`src/ccq_pkg.sv`:
```
package ccq_pkg;

  localparam int DEPTH       = 10;
  localparam int PTR_W       = $clog2(DEPTH);
  localparam int FILL_W      = $clog2(DEPTH + 1);
  localparam int NUM_W       = 64;
  localparam int ENTRY_W     = 35;
  localparam int OUT_TDATA_W = ((ENTRY_W + 7) / 8) * 8;
  localparam int CQ_DEPTH    = 2;
  localparam int CQ_PTR_W    = $clog2(CQ_DEPTH);
  localparam int CQ_CNT_W    = $clog2(CQ_DEPTH + 1);

  localparam logic signed [NUM_W-1:0] NUM_MIN = 64'sd1000000000;
  localparam logic signed [NUM_W-1:0] NUM_MAX = 64'sd9999999999;

  typedef enum logic [1:0] {
    OP_ENQ  = 2'd0,
    OP_DEQ  = 2'd1,
    OP_VIEW = 2'd2
  } op_t;

  typedef enum logic [2:0] {
    ST_ACCEPTED = 3'd0,
    ST_FULL     = 3'd1,
    ST_INVALID  = 3'd2,
    ST_EMPTY    = 3'd3,
    ST_SHOWN    = 3'd4
  } status_t;

  typedef enum logic [1:0] {
    BK_IDLE,
    BK_DEQ,
    BK_VIEW
  } bk_state_t;

  typedef struct packed {
    op_t                       op;
    logic                      num_ok;
    logic signed [ENTRY_W-1:0] number;
  } cmd_t;

  function automatic logic [PTR_W-1:0] next_ptr(input logic [PTR_W-1:0] p);
    logic [PTR_W-1:0] r;
    if (p == PTR_W'(DEPTH - 1)) begin
      r = '0;
    end else begin
      r = p + 1'b1;
    end
    return r;
  endfunction

endpackage

```
`src/ccq_front.sv`:
```
module ccq_front
  import ccq_pkg::*;
(
  input  logic             in_tvalid,
  output logic             in_tready,
  input  logic [NUM_W-1:0] in_tdata,
  input  logic [1:0]       in_tuser,
  input  logic             q_full,
  output logic             q_push,
  output cmd_t             q_cmd
);

  logic signed [NUM_W-1:0] num;
  logic                    pos_ok;
  logic                    neg_ok;
  logic                    is_op;

  assign num    = $signed(in_tdata);
  assign pos_ok = (num >= NUM_MIN) && (num <= NUM_MAX);
  assign neg_ok = (num <= -NUM_MIN) && (num >= -NUM_MAX);

  always_comb begin
    case (in_tuser)
      OP_ENQ, OP_DEQ, OP_VIEW: is_op = 1'b1;
      default:                 is_op = 1'b0;
    endcase
  end

  assign in_tready    = !q_full;
  assign q_push       = in_tvalid && !q_full && is_op;
  assign q_cmd.op     = op_t'(in_tuser);
  assign q_cmd.num_ok = pos_ok || neg_ok;
  assign q_cmd.number = num[ENTRY_W-1:0];

endmodule

```
`src/ccq_cmd_fifo.sv`:
```
module ccq_cmd_fifo
  import ccq_pkg::*;
(
  input  logic clk,
  input  logic rst_n,
  input  logic push,
  input  cmd_t push_cmd,
  output logic full,
  input  logic pop,
  output cmd_t pop_cmd,
  output logic empty
);

  cmd_t                q_r [CQ_DEPTH];
  logic [CQ_PTR_W-1:0] wr_ptr_r;
  logic [CQ_PTR_W-1:0] wr_ptr_nxt;
  logic [CQ_PTR_W-1:0] rd_ptr_r;
  logic [CQ_PTR_W-1:0] rd_ptr_nxt;
  logic [CQ_CNT_W-1:0] cnt_r;
  logic [CQ_CNT_W-1:0] cnt_nxt;
  logic                do_push;
  logic                do_pop;

  assign full    = (cnt_r == CQ_CNT_W'(CQ_DEPTH));
  assign empty   = (cnt_r == '0);
  assign do_push = push && !full;
  assign do_pop  = pop && !empty;
  assign pop_cmd = q_r[rd_ptr_r];

  always_comb begin
    wr_ptr_nxt = do_push ? wr_ptr_r + 1'b1 : wr_ptr_r;
    rd_ptr_nxt = do_pop ? rd_ptr_r + 1'b1 : rd_ptr_r;
    cnt_nxt    = cnt_r;
    if (do_push && !do_pop) begin
      cnt_nxt = cnt_r + 1'b1;
    end else if (do_pop && !do_push) begin
      cnt_nxt = cnt_r - 1'b1;
    end
  end

  always_ff @(posedge clk) begin
    if (!rst_n) begin
      wr_ptr_r <= '0;
      rd_ptr_r <= '0;
      cnt_r    <= '0;
    end else begin
      wr_ptr_r <= wr_ptr_nxt;
      rd_ptr_r <= rd_ptr_nxt;
      cnt_r    <= cnt_nxt;
    end
  end

  always_ff @(posedge clk) begin
    if (do_push) begin
      q_r[wr_ptr_r] <= push_cmd;
    end
  end

endmodule

```
`src/ccq_back.sv`:
```
module ccq_back
  import ccq_pkg::*;
(
  input  logic                   clk,
  input  logic                   rst_n,
  input  logic                   q_empty,
  input  cmd_t                   q_cmd,
  output logic                   q_pop,
  output logic                   out_tvalid,
  input  logic                   out_tready,
  output logic [OUT_TDATA_W-1:0] out_tdata,
  output logic [2:0]             out_tuser,
  output logic                   out_tlast
);

  logic signed [ENTRY_W-1:0] slots_r [DEPTH];
  logic signed [ENTRY_W-1:0] rd_data_r;

  bk_state_t         state_r;
  bk_state_t         state_nxt;
  logic [PTR_W-1:0]  head_r;
  logic [PTR_W-1:0]  head_nxt;
  logic [PTR_W-1:0]  tail_r;
  logic [PTR_W-1:0]  tail_nxt;
  logic [FILL_W-1:0] fill_r;
  logic [FILL_W-1:0] fill_nxt;
  logic [PTR_W-1:0]  idx_r;
  logic [PTR_W-1:0]  idx_nxt;
  logic [FILL_W-1:0] cnt_r;
  logic [FILL_W-1:0] cnt_nxt;

  logic                      out_valid_r;
  logic                      out_valid_nxt;
  status_t                   out_status_r;
  logic signed [ENTRY_W-1:0] out_entry_r;
  logic                      out_last_r;

  logic                      out_free;
  logic                      take;
  logic                      res_load;
  status_t                   res_status;
  logic signed [ENTRY_W-1:0] res_entry;
  logic                      res_last;
  logic                      wr_en;
  logic                      rd_en;
  logic [PTR_W-1:0]          rd_addr;

  assign out_free = !out_valid_r || out_tready;
  assign take     = !q_empty && out_free;

  always_comb begin
    state_nxt = state_r;
    case (state_r)
      BK_IDLE: begin
        if (take && fill_r != '0) begin
          case (q_cmd.op)
            OP_DEQ:  state_nxt = BK_DEQ;
            OP_VIEW: state_nxt = BK_VIEW;
            default: state_nxt = BK_IDLE;
          endcase
        end
      end
      BK_DEQ: begin
        if (out_free) begin
          state_nxt = BK_IDLE;
        end
      end
      BK_VIEW: begin
        if (out_free && cnt_r == '0) begin
          state_nxt = BK_IDLE;
        end
      end
      default: state_nxt = BK_IDLE;
    endcase
  end

  always_comb begin
    q_pop      = 1'b0;
    res_load   = 1'b0;
    res_status = ST_ACCEPTED;
    res_entry  = '0;
    res_last   = 1'b1;
    wr_en      = 1'b0;
    rd_en      = 1'b0;
    rd_addr    = head_r;
    head_nxt   = head_r;
    tail_nxt   = tail_r;
    fill_nxt   = fill_r;
    idx_nxt    = idx_r;
    cnt_nxt    = cnt_r;
    case (state_r)
      BK_IDLE: begin
        if (take) begin
          q_pop = 1'b1;
          case (q_cmd.op)
            OP_ENQ: begin
              res_load = 1'b1;
              if (fill_r == FILL_W'(DEPTH)) begin
                res_status = ST_FULL;
              end else if (!q_cmd.num_ok) begin
                res_status = ST_INVALID;
              end else begin
                wr_en    = 1'b1;
                tail_nxt = next_ptr(tail_r);
                fill_nxt = fill_r + 1'b1;
              end
            end
            OP_DEQ: begin
              if (fill_r == '0) begin
                res_load   = 1'b1;
                res_status = ST_EMPTY;
              end else begin
                rd_en    = 1'b1;
                head_nxt = next_ptr(head_r);
                fill_nxt = fill_r - 1'b1;
              end
            end
            OP_VIEW: begin
              if (fill_r == '0) begin
                res_load   = 1'b1;
                res_status = ST_EMPTY;
              end else begin
                rd_en   = 1'b1;
                idx_nxt = next_ptr(head_r);
                cnt_nxt = fill_r - 1'b1;
              end
            end
            default: q_pop = 1'b1;
          endcase
        end
      end
      BK_DEQ: begin
        if (out_free) begin
          res_load  = 1'b1;
          res_entry = rd_data_r;
        end
      end
      BK_VIEW: begin
        if (out_free) begin
          res_load   = 1'b1;
          res_status = ST_SHOWN;
          res_entry  = rd_data_r;
          res_last   = (cnt_r == '0);
          if (cnt_r != '0) begin
            rd_en   = 1'b1;
            rd_addr = idx_r;
            idx_nxt = next_ptr(idx_r);
            cnt_nxt = cnt_r - 1'b1;
          end
        end
      end
      default: q_pop = 1'b0;
    endcase
  end

  always_comb begin
    if (res_load) begin
      out_valid_nxt = 1'b1;
    end else if (out_tready) begin
      out_valid_nxt = 1'b0;
    end else begin
      out_valid_nxt = out_valid_r;
    end
  end

  always_ff @(posedge clk) begin
    if (!rst_n) begin
      state_r     <= BK_IDLE;
      head_r      <= '0;
      tail_r      <= '0;
      fill_r      <= '0;
      idx_r       <= '0;
      cnt_r       <= '0;
      out_valid_r <= 1'b0;
    end else begin
      state_r     <= state_nxt;
      head_r      <= head_nxt;
      tail_r      <= tail_nxt;
      fill_r      <= fill_nxt;
      idx_r       <= idx_nxt;
      cnt_r       <= cnt_nxt;
      out_valid_r <= out_valid_nxt;
    end
  end

  always_ff @(posedge clk) begin
    if (res_load) begin
      out_status_r <= res_status;
      out_entry_r  <= res_entry;
      out_last_r   <= res_last;
    end
  end

  always_ff @(posedge clk) begin
    if (wr_en) begin
      slots_r[tail_r] <= q_cmd.number;
    end
    if (rd_en) begin
      rd_data_r <= slots_r[rd_addr];
    end
  end

  assign out_tvalid = out_valid_r;
  assign out_tdata  = {{(OUT_TDATA_W - ENTRY_W){1'b0}}, out_entry_r};
  assign out_tuser  = out_status_r;
  assign out_tlast  = out_last_r;

endmodule

```
`src/circular_caller_id_queue.sv`:
```
// Circular queue of ten-digit caller numbers, up to DEPTH entries.
// Input channel: in_tuser selects the operation (enqueue, dequeue, view) and
// in_tdata carries the signed caller number, which only enqueue examines.
// Operation code 3 is taken and ignored without any result beat.
// Output channel: one beat per result; out_tuser holds the status, out_tdata
// the removed or shown number (zero otherwise), and out_tlast marks the
// final beat caused by one input beat.
// Accepted beats pass through a two-entry command queue to the executing
// back end, so the input side keeps taking beats while a result waits.
// An accepted beat is registered in the command queue, then executed by the
// back end into the output register; a dequeue or view first reads the slot
// store through its registered read port. The back end executes one enqueue
// per cycle while the output is free; a dequeue or view keeps it busy until its last beat is loaded.
// Reset empties the queue; slot contents are not cleared.
// When the receiver holds out_tready low, the result beat holds and the
// back end stops; the input side stalls once the command queue is full.
module circular_caller_id_queue
  import ccq_pkg::*;
(
  input  logic                   clk,
  input  logic                   rst_n,
  input  logic                   in_tvalid,
  output logic                   in_tready,
  input  logic [NUM_W-1:0]       in_tdata,   // number
  input  logic [1:0]             in_tuser,   // func
  output logic                   out_tvalid,
  input  logic                   out_tready,
  output logic [OUT_TDATA_W-1:0] out_tdata,  // entry, zero padding
  output logic [2:0]             out_tuser,  // status
  output logic                   out_tlast
);

  logic q_full;
  logic q_push;
  cmd_t q_push_cmd;
  logic q_pop;
  cmd_t q_pop_cmd;
  logic q_empty;

  ccq_front u_front (
    .in_tvalid (in_tvalid),
    .in_tready (in_tready),
    .in_tdata  (in_tdata),
    .in_tuser  (in_tuser),
    .q_full    (q_full),
    .q_push    (q_push),
    .q_cmd     (q_push_cmd)
  );

  ccq_cmd_fifo u_cmd_fifo (
    .clk      (clk),
    .rst_n    (rst_n),
    .push     (q_push),
    .push_cmd (q_push_cmd),
    .full     (q_full),
    .pop      (q_pop),
    .pop_cmd  (q_pop_cmd),
    .empty    (q_empty)
  );

  ccq_back u_back (
    .clk        (clk),
    .rst_n      (rst_n),
    .q_empty    (q_empty),
    .q_cmd      (q_pop_cmd),
    .q_pop      (q_pop),
    .out_tvalid (out_tvalid),
    .out_tready (out_tready),
    .out_tdata  (out_tdata),
    .out_tuser  (out_tuser),
    .out_tlast  (out_tlast)
  );

endmodule

```
`config.mk`:
```
export PLATFORM = sky130hd
export DESIGN_NAME = circular_caller_id_queue
export DESIGN_NICKNAME = d
export VERILOG_FILES = /design/src/ccq_pkg.sv /design/src/ccq_front.sv /design/src/ccq_cmd_fifo.sv /design/src/ccq_back.sv /design/src/circular_caller_id_queue.sv
export SDC_FILE = /design/constraint.sdc
export NUM_CORES = 1
export LEC_CHECK = 0
export ABC_AREA = 0
export ABC_CLOCK_PERIOD_IN_PS = 7800
export BUFFER_PORTS_ARGS = -buffer_cell sky130_fd_sc_hd__buf_2
export CORE_MARGIN = 2
export CORE_UTILIZATION = 52
export DETAILED_ROUTE_END_ITERATION = 16
export GPL_TIMING_DRIVEN = 1
export PLACE_DENSITY = 0.7
export SLEW_MARGIN = 25
export SYNTH_ARGS = -nofsm -noshare
export SYNTH_HDL_FRONTEND = slang
export SYNTH_SLANG_ARGS = --single-unit
```
`constraint.sdc`:
```
create_clock -name clk -period 7.8 [get_ports clk]
set_input_delay 1.56 -clock clk [delete_from_list [all_inputs] [get_ports clk]]
set_output_delay 1.56 -clock clk [all_outputs]
set_load 0.02 [all_outputs]
```
==> flow_results.xml, run 1 <==
<?xml version="1.0" encoding="UTF-8"?>
<metrics>
  <group name="power">
    <metric name="max-vdd-ir-drop" unit="mV">0.183</metric>
    <metric name="p_leak" unit="µW">0.00847</metric>
    <metric name="power_per_cell_area" unit="mW/mm²">299</metric>
  </group>
  <group name="synthesis">
    <metric name="synth-async-reset-ratio" unit="%">0</metric>
    <metric name="flop_and_latch_count_out_of_synthesis" unit="">528</metric>
    <metric name="synth-edff-count" unit="">500</metric>
    <metric name="synth_sequential_area_ratio" unit="%">72.0</metric>
    <metric name="ys.warnings.count" unit="">0</metric>
    <metric name="ys_types" unit="">64</metric>
    <metric name="synth_top_flop_cell" unit="">sky130_fd_sc_hd__edfxtp_1</metric>
    <metric name="post_synth_instance_area" unit="mm²">0.0216</metric>
    <metric name="postSynthCellCount" unit="">1529</metric>
    <metric name="syn-mean-instance-area" unit="µm²">14.1</metric>
  </group>
  <group name="critical_path">
    <metric name="crit_type" unit="">primary input to flop</metric>
    <metric name="cp_max_fo" unit="">37</metric>
    <metric name="worst_ep_required_time" unit="ps">8140</metric>
    <metric name="timing.critical_path.to_type" unit="">flop</metric>
    <metric name="critPathLaunchType" unit="">primary input</metric>
    <metric name="cp_data_arrival_time" unit="ps">4430</metric>
  </group>
  <group name="routing">
    <metric name="postRouteWirelength" unit="mm">50.0</metric>
    <metric name="dr.pass1.iters" unit="">5</metric>
    <metric name="drc" unit="">0</metric>
    <metric name="dr_total_vias" unit="">13300</metric>
    <metric name="vias_per_cell" unit="">6.06</metric>
    <metric name="drt.antenna.violating_nets" unit="">0</metric>
    <metric name="detailedRoute.firstIterationViolations" unit="">1427</metric>
    <metric name="post_drt_wl_per_cell" unit="µm">22.7</metric>
  </group>
  <group name="timing">
    <metric name="timing.max_slew.rel_slack" unit="%">38.6</metric>
    <metric name="final_hold_viol_count" unit="">0</metric>
    <metric name="count_of_pins_over_their_slew_limit" unit="">0</metric>
    <metric name="final.min_clock_period" unit="ps">4080</metric>
    <metric name="final.setup.tns" unit="ps">0</metric>
    <metric name="min_period_over_period" unit="%">52.3</metric>
    <metric name="setup_violations" unit="">0</metric>
    <metric name="worst_clock_skew" unit="ps">16.4</metric>
    <metric name="fin_ws" unit="ps">3720</metric>
    <metric name="tightest_slew" unit="ps">922</metric>
    <metric name="max_freq" unit="MHz">245</metric>
    <metric name="unrepaired_setup_endpoints_after_global_routing" unit="">false</metric>
  </group>
  <group name="cts">
    <metric name="cts_max_level" unit="">2</metric>
    <metric name="cts_hold_buffers" unit="">0</metric>
    <metric name="path_clk_slew" unit="ps">60</metric>
    <metric name="cts_setup_buffers" unit="">0</metric>
    <metric name="cts_made_buffers" unit="">53</metric>
    <metric name="cts.root.buffer_cell" unit="">sky130_fd_sc_hd__clkbuf_16</metric>
    <metric name="clk_path_buf_depth" unit="">3</metric>
    <metric name="clock_sinks" unit="">528</metric>
    <metric name="insertion_delay" unit="ps">590</metric>
    <metric name="post_cts.resized_instances" unit="">0</metric>
    <metric name="tritoncts" unit="">yes</metric>
  </group>
  <group name="global_route">
    <metric name="largest_net_degree_at_the_start_of_global_routing" unit="">71</metric>
    <metric name="grt_first_pass_wirelength" unit="mm">75.5</metric>
    <metric name="globalRouteTotalUtil" unit="%">22.8</metric>
    <metric name="grt_overflow_total" unit="">0</metric>
    <metric name="grt_pass1_vias" unit="">13100</metric>
    <metric name="antenna_violations_before_repair" unit="">2</metric>
  </group>
  <group name="placed_design">
    <metric name="place_congestion" unit="">0.868</metric>
    <metric name="dp_worst_setup_slack" unit="ps">3110</metric>
    <metric name="numPortBuffers" unit="">110</metric>
    <metric name="detailedPlacementHpwl" unit="mm">27.5</metric>
  </group>
  <group name="floorplanning">
    <metric name="die_area" unit="mm²">0.0432</metric>
    <metric name="die_w" unit="µm">208</metric>
    <metric name="chipHeight" unit="µm">208</metric>
    <metric name="core_region_area" unit="mm²">0.0409</metric>
    <metric name="ios" unit="">116</metric>
    <metric name="floorplan.initialDensity" unit="%">52.8</metric>
    <metric name="floorplan.rows" unit="">74</metric>
  </group>
  <group name="final_layout">
    <metric name="count_of_nets_after_finishing" unit="">1716</metric>
    <metric name="antennaDiodeCount" unit="">0</metric>
    <metric name="final_core_utilization" unit="%">59.6</metric>
    <metric name="areaGrowthSynthToFinish" unit="%">12.8</metric>
    <metric name="drive_gt1_share" unit="%">16.0</metric>
  </group>
  <group name="hold_path">
    <metric name="worst_min_delay_path_class" unit="">flop to flop</metric>
  </group>
  <group name="run_status">
    <metric name="run_status" unit="">complete, no violations</metric>
  </group>
  <group name="flow_run">
    <metric name="timing.max_cap.violations" unit="">0</metric>
  </group>
</metrics>
-- sequential cells by signal, summed over array words and instances, names as in the netlist, 4 cells and up, named ones only --
name / flops
u_back.slots_r: 350
u_cmd_fifo.q_r: 76
u_back.out_entry_r: 35
u_back.rd_data_r: 35
u_back.cnt_r: 4
u_back.fill_r: 4
u_back.head_r: 4
u_back.idx_r: 4
u_back.tail_r: 4
-- placed cells by master (no fill, tap or decap), types with 15 or more instances in the layout --
| cell | synthesis | routed |
|---|---|---|
| sky130_fd_sc_hd__dfxtp_1 | 28 | 27 |
| sky130_fd_sc_hd__nand4_1 | 15 | 15 |
| sky130_fd_sc_hd__inv_1 | 17 | 17 |
| sky130_fd_sc_hd__clkbuf_16 | 0 | 53 |
| sky130_fd_sc_hd__nand2_1 | 241 | 241 |
| sky130_fd_sc_hd__mux2_2 | 38 | 36 |
| sky130_fd_sc_hd__nor2_1 | 27 | 22 |
| sky130_fd_sc_hd__a32oi_1 | 36 | 36 |
| sky130_fd_sc_hd__a21oi_1 | 84 | 84 |
| sky130_fd_sc_hd__nand3_1 | 81 | 81 |
| sky130_fd_sc_hd__clkbuf_1 | 59 | 15 |
| sky130_fd_sc_hd__o21ai_0 | 58 | 57 |
| sky130_fd_sc_hd__buf_2 | 18 | 110 |
| sky130_fd_sc_hd__edfxtp_1 | 500 | 500 |
| sky130_fd_sc_hd__nor3_1 | 20 | 16 |
| sky130_fd_sc_hd__a32o_1 | 35 | 35 |
| sky130_fd_sc_hd__mux2i_1 | 78 | 76 |
| sky130_fd_sc_hd__and3_1 | 36 | 35 |
| sky130_fd_sc_hd__buf_4 | 9 | 26 |
-- worst max-delay path, stage by stage --
cell                       delay [ps]
sky130_fd_sc_hd__buf_2             90
sky130_fd_sc_hd__nand2b_1         100
sky130_fd_sc_hd__buf_4            380
sky130_fd_sc_hd__o211a_4          300
sky130_fd_sc_hd__inv_2            150
sky130_fd_sc_hd__mux2_2           800
sky130_fd_sc_hd__buf_4            560
sky130_fd_sc_hd__nand3_1          150
sky130_fd_sc_hd__a32o_1           290
-- worst paths after layout --
check	cells past startpoint	start	end	slack, ps
hold reg to reg	2	u_back.cnt_r[2]	u_back.cnt_r[2]	500
hold / removal	2	u_back.cnt_r[2]	u_back.cnt_r[2]	500
setup reg to reg	8	u_back.state_r[0]	u_back.rd_data_r[25]	4270
setup / recovery	9	out_tready	u_back.rd_data_r[25]	3720
-- metrics by stage --
stage	total power, µW	instances	cell area [µm²]	hold slack, ps
floorplan	4490	1533	21600	465
global placement	4880	2109	22700	482
detailed placement	4920	2109	22800	498
CTS	7330	2203	24400	507
global route	7560	2203	24400	529
finish	7290	2203	24400	504
-- per-layer routing --
layer / vias to the layer above / global-route usage, % / wire, µm
li1: 6067 / - / -
met1: 6582 / 31.8 / 21200
met2: 597 / 36.5 / 23100
met3: 98 / 4.27 / 4260
met4: 0 / 7.34 / 1380
met5: - / 0 / 0
-- final cells by class --
type | count | area, µm²
Clock buffer | 68 | 1380
Clock inverter | 26 | 256
Fill cell | 3126 | 16500
Inverter | 18 | 67.6
Multi-Input combinational cell | 895 | 5700
Sequential cell | 528 | 15600
Tap cell | 532 | 666
Timing Repair Buffer | 136 | 746
-- Yosys cell counts (all sizes together) (4+ instances only) --
| cell type | n | share of area (%) |
|---|---|---|
| a21boi | 5 | 0.17 |
| a21oi | 84 | 1.9 |
| a32o | 35 | 1.6 |
| a32oi | 36 | 1.5 |
| and2 | 11 | 0.32 |
| and3 | 36 | 1.0 |
| buf | 33 | 0.87 |
| clkbuf | 59 | 1.0 |
| dfxtp | 28 | 2.6 |
| edfxtp | 500 | 69 |
| ha | 14 | 0.81 |
| inv | 18 | 0.31 |
| mux2 | 38 | 2.0 |
| mux2i | 79 | 3.7 |
| nand2 | 241 | 4.2 |
| nand2b | 8 | 0.23 |
| nand3 | 81 | 1.9 |
| nand3b | 4 | 0.14 |
| nand4 | 15 | 0.43 |
| nor2 | 27 | 0.47 |
| nor2b | 11 | 0.32 |
| nor3 | 20 | 0.46 |
| nor4 | 15 | 0.43 |
| o21a | 6 | 0.21 |
| o21ai | 61 | 1.4 |
| or3 | 6 | 0.17 |
| xnor2 | 11 | 0.45 |
-- cell families after synthesis --
| family | Yosys count | share of synthesized area, % |
|---|---|---|
| AOI/OAI and AO/OA | 263 | 8.31 |
| other | 1 | 0.0173 |
| muxes | 117 | 5.70 |
| buffers and inverters | 110 | 2.21 |
| DFF | 528 | 72.0 |
| xor gates and xnor gates | 13 | 0.527 |
| adders and majority gates | 14 | 0.810 |
| and+or+nand+nor | 483 | 10.4 |
-- power by group --
group          internal, µW  switching, µW
logic                   378            847
clock network          1410           1020
registers              3550           91.6
total                  5340           1950
Note: power is estimated with default switching activity, not from simulation.
==> run 2: changes to the inputs <==
--- a/config.mk
+++ b/config.mk
@@ -6,13 +6,13 @@
 export NUM_CORES = 1
 export LEC_CHECK = 0
 export ABC_AREA = 0
-export ABC_CLOCK_PERIOD_IN_PS = 7800
+export ABC_CLOCK_PERIOD_IN_PS = 3600
 export BUFFER_PORTS_ARGS = -buffer_cell sky130_fd_sc_hd__buf_2
 export CORE_MARGIN = 2
 export CORE_UTILIZATION = 52
 export DETAILED_ROUTE_END_ITERATION = 16
 export GPL_TIMING_DRIVEN = 1
-export PLACE_DENSITY = 0.7
+export PLACE_DENSITY = 0.72
 export SLEW_MARGIN = 25
 export SYNTH_ARGS = -nofsm -noshare
 export SYNTH_HDL_FRONTEND = slang
==> constraint.sdc (replaced) <==
create_clock -name clk -period 3.6 [get_ports clk]
set_input_delay 0.72 -clock clk [delete_from_list [all_inputs] [get_ports clk]]
set_output_delay 0.72 -clock clk [all_outputs]
set_load 0.02 [all_outputs]
==> flow_results.xml, run 2 (synthesis results as in run 1) <==
<?xml version="1.0" encoding="UTF-8"?>
<metrics>
  <group name="run_status">
    <metric name="run_status" unit="">complete, no violations</metric>
  </group>
  <group name="placed_design">
    <metric name="place_congestion" unit="">0.846</metric>
    <metric name="dp_worst_setup_slack" unit="ps">425</metric>
    <metric name="detailed_place.area" unit="mm²">0.0230</metric>
    <metric name="numPortBuffers" unit="">110</metric>
    <metric name="detailedPlacementHpwl" unit="mm">28.1</metric>
    <metric name="dpl.cell_count" unit="">2115</metric>
  </group>
  <group name="cts">
    <metric name="cts_max_level" unit="">2</metric>
    <metric name="cts_made_buffers" unit="">53</metric>
    <metric name="post_cts.resized_instances" unit="">0</metric>
    <metric name="cts_setup_buffers" unit="">0</metric>
    <metric name="clock_sinks" unit="">528</metric>
    <metric name="path_clk_slew" unit="ps">60</metric>
    <metric name="clk_path_buf_depth" unit="">3</metric>
    <metric name="cts_hold_buffers" unit="">0</metric>
    <metric name="cts.root.buffer_cell" unit="">sky130_fd_sc_hd__clkbuf_16</metric>
    <metric name="tritoncts" unit="">yes</metric>
    <metric name="insertion_delay" unit="ps">590</metric>
  </group>
  <group name="global_route">
    <metric name="grt_pass1_vias" unit="">13300</metric>
    <metric name="grt_overflow_total" unit="">0</metric>
    <metric name="globalRouteTotalUtil" unit="%">23.1</metric>
    <metric name="grt_first_pass_wirelength" unit="mm">77.0</metric>
    <metric name="antenna_violations_before_repair" unit="">0</metric>
    <metric name="largest_net_degree_at_the_start_of_global_routing" unit="">79</metric>
  </group>
  <group name="hold_path">
    <metric name="hp-start" unit="">in_tuser[0]</metric>
    <metric name="worst_min_delay_path_class" unit="">primary input to flop</metric>
    <metric name="worstHoldEndpoint" unit="">u_cmd_fifo.q_r[0][36]</metric>
    <metric name="worstHoldPathCells" unit="">1</metric>
  </group>
  <group name="critical_path">
    <metric name="cpPeakStageDelay" unit="ps">400</metric>
    <metric name="crit_type" unit="">flop to flop</metric>
    <metric name="r2r_slack" unit="ps">640</metric>
    <metric name="worstReg2RegStart" unit="">u_back.cnt_r[0]</metric>
    <metric name="cp_data_arrival_time" unit="ps">3290</metric>
    <metric name="r2r-end" unit="">u_back.rd_data_r[21]</metric>
    <metric name="timing.critical_path.to_type" unit="">flop</metric>
    <metric name="worst_r2r_path_depth" unit="">10</metric>
    <metric name="critical_path_top_delay_cell" unit="">sky130_fd_sc_hd__buf_4</metric>
    <metric name="cp_max_fo" unit="">70</metric>
    <metric name="critPathLaunchType" unit="">flop</metric>
    <metric name="timing.critical_path.cells" unit="">inv_1 &gt; ha_1 &gt; nand2b_1 &gt; o211a_4 &gt; inv_2 &gt; mux2_2 &gt; buf_4 &gt; a21oi_1 &gt; a32oi_1 &gt; a32o_1</metric>
    <metric name="worst_ep_required_time" unit="ps">3930</metric>
  </group>
  <group name="timing">
    <metric name="count_of_pins_over_their_slew_limit" unit="">0</metric>
    <metric name="max_freq" unit="MHz">338</metric>
    <metric name="final_hold_viol_count" unit="">0</metric>
    <metric name="fin_ws" unit="ps">638</metric>
    <metric name="worst_clock_skew" unit="ps">11.7</metric>
    <metric name="unrepaired_setup_endpoints_after_global_routing" unit="">false</metric>
    <metric name="timing.max_slew.rel_slack" unit="%">32.8</metric>
    <metric name="min_period_over_period" unit="%">82.3</metric>
    <metric name="setup_violations" unit="">0</metric>
    <metric name="tightest_slew" unit="ps">1010</metric>
    <metric name="final.min_clock_period" unit="ps">2960</metric>
  </group>
  <group name="floorplanning">
    <metric name="die_w" unit="µm">208</metric>
    <metric name="die_area" unit="mm²">0.0432</metric>
    <metric name="ios" unit="">116</metric>
    <metric name="floorplan.rows" unit="">74</metric>
    <metric name="floorplan.initialDensity" unit="%">52.8</metric>
    <metric name="chipHeight" unit="µm">208</metric>
    <metric name="core_region_area" unit="mm²">0.0409</metric>
  </group>
  <group name="power">
    <metric name="comb_power_share" unit="%">16.3</metric>
    <metric name="max-vdd-ir-drop" unit="mV">0.519</metric>
    <metric name="sum_of_internal_switching_and_leakage_power" unit="µW">16400</metric>
    <metric name="switching_share" unit="%">26.1</metric>
    <metric name="clock_power_share" unit="%">35.6</metric>
    <metric name="net_switching_power_of_the_design" unit="µW">4290</metric>
    <metric name="p_leak" unit="µW">0.00864</metric>
    <metric name="power.share.sequential" unit="%">48.1</metric>
    <metric name="power_per_cell_area" unit="mW/mm²">660</metric>
    <metric name="power.internal" unit="µW">12100</metric>
  </group>
  <group name="routing">
    <metric name="drc" unit="">0</metric>
    <metric name="dr_total_vias" unit="">13500</metric>
    <metric name="postRouteWirelength" unit="mm">49.9</metric>
    <metric name="drt.antenna.violating_nets" unit="">0</metric>
    <metric name="topRoutingLayerUsed" unit="">met4</metric>
    <metric name="routedLengthMet1" unit="mm">20.6</metric>
    <metric name="dr.pass1.iters" unit="">5</metric>
    <metric name="met3RoutedLength" unit="mm">4.29</metric>
    <metric name="detailedRoute.firstIterationViolations" unit="">1235</metric>
    <metric name="post_drt_wl_per_cell" unit="µm">22.5</metric>
    <metric name="vias_per_cell" unit="">6.09</metric>
    <metric name="routed-wl-met2" unit="mm">23.4</metric>
  </group>
  <group name="final_layout">
    <metric name="largest_reg_flops" unit="">350</metric>
    <metric name="drive_gt1_share" unit="%">17.3</metric>
    <metric name="final_common_cell" unit="">sky130_fd_sc_hd__edfxtp_1</metric>
    <metric name="areaGrowthSynthToFinish" unit="%">15.2</metric>
    <metric name="mostFrequentLayoutCells" unit="">sky130_fd_sc_hd__edfxtp_1, sky130_fd_sc_hd__nand2_1, sky130_fd_sc_hd__buf_2, sky130_fd_sc_hd__a21oi_1, sky130_fd_sc_hd__nand3_1</metric>
    <metric name="regArea" unit="mm²">0.0156</metric>
    <metric name="instances_no_fill" unit="">2213</metric>
    <metric name="count_of_nets_after_finishing" unit="">1722</metric>
    <metric name="area_occupied_by_multi_input_gates" unit="mm²">0.00573</metric>
    <metric name="antennaDiodeCount" unit="">0</metric>
    <metric name="reg.largest.list" unit="">u_back.slots_r x350, u_cmd_fifo.q_r x76</metric>
    <metric name="largest_reg_by_ff_count" unit="">u_back.slots_r</metric>
    <metric name="fill_cells" unit="">3023</metric>
    <metric name="final_design_area_no_fill" unit="mm²">0.0249</metric>
  </group>
  <group name="flow_run">
    <metric name="timing.max_cap.violations" unit="">0</metric>
  </group>
</metrics>
==> run 2: worst max-delay path: cells and delay by family, from the launching register on <==
| family | cells | cell delay [ps] |
|---|---|---|
| AOI/OAI and AO/OA | 4 | 990 |
| adders and majority gates | 1 | 170 |
| buffers and inverters | 3 | 720 |
| DFF | 1 | 330 |
| muxes | 1 | 370 |
| and+or+nand+nor | 1 | 110 |
==> run 2: power groups by stage <==
| stage | logic [µW] | clock network, µW | registers (µW) |
|---|---|---|---|
| 5_1_grt | 2930 | 6180 | 7950 |
| 6_report | 2680 | 5850 | 7900 |
| 2_1_floorplan | 1450 | 0 | 8260 |
| 3_5_place_dp | 2680 | 0 | 8030 |
| 3_3_place_gp | 2590 | 0 | 8020 |
| 4_1_cts | 2690 | 5940 | 7900 |
==> run 2: layout make-up <==
class,count,area share [%]
clock buffers,61,5.66
clock inverters,37,1.88
inverters,18,0.271
multi-input cells,895,23.0
flip-flops and latches,528,62.6
well taps,532,2.67
repair buffers,142,3.93
==> run 2: metrics by stage <==
step | TNS, ps | util, % | hold WS, ps
3_3_place_gp | 0 | 56.2 | 483
6_report | 0 | 60.8 | 343
2_1_floorplan | -3860 | - | 465
4_1_cts | 0 | 60.8 | 318
5_1_grt | 0 | 60.8 | 336
3_5_place_dp | 0 | 56.2 | 499
==> run 2: per-layer routing <==
metal | vias to the layer above | global-route usage, %
met5 | - | 0
met2 | 628 | 36.7
met1 | 6644 | 32.4
met4 | 0 | 8.63
li1 | 6082 | -
met3 | 124 | 3.83
==> run 2: how the worst max path moves through the flow <==
stage	cells past startpoint	slack (ps)	startpoint	endpoint
4_1_cts	10	670	u_back.cnt_r[0]	u_back.rd_data_r[21]
5_1_grt	9	480	u_back.cnt_r[0]	u_back.rd_data_r[18]
3_3_place_gp	8	510	out_tready	u_back.rd_data_r[15]
2_1_floorplan	8	-110	flop	u_back.slots_r[0][0]
6_report	10	640	u_back.cnt_r[0]	u_back.rd_data_r[21]
3_5_place_dp	8	420	out_tready	u_back.rd_data_r[18]
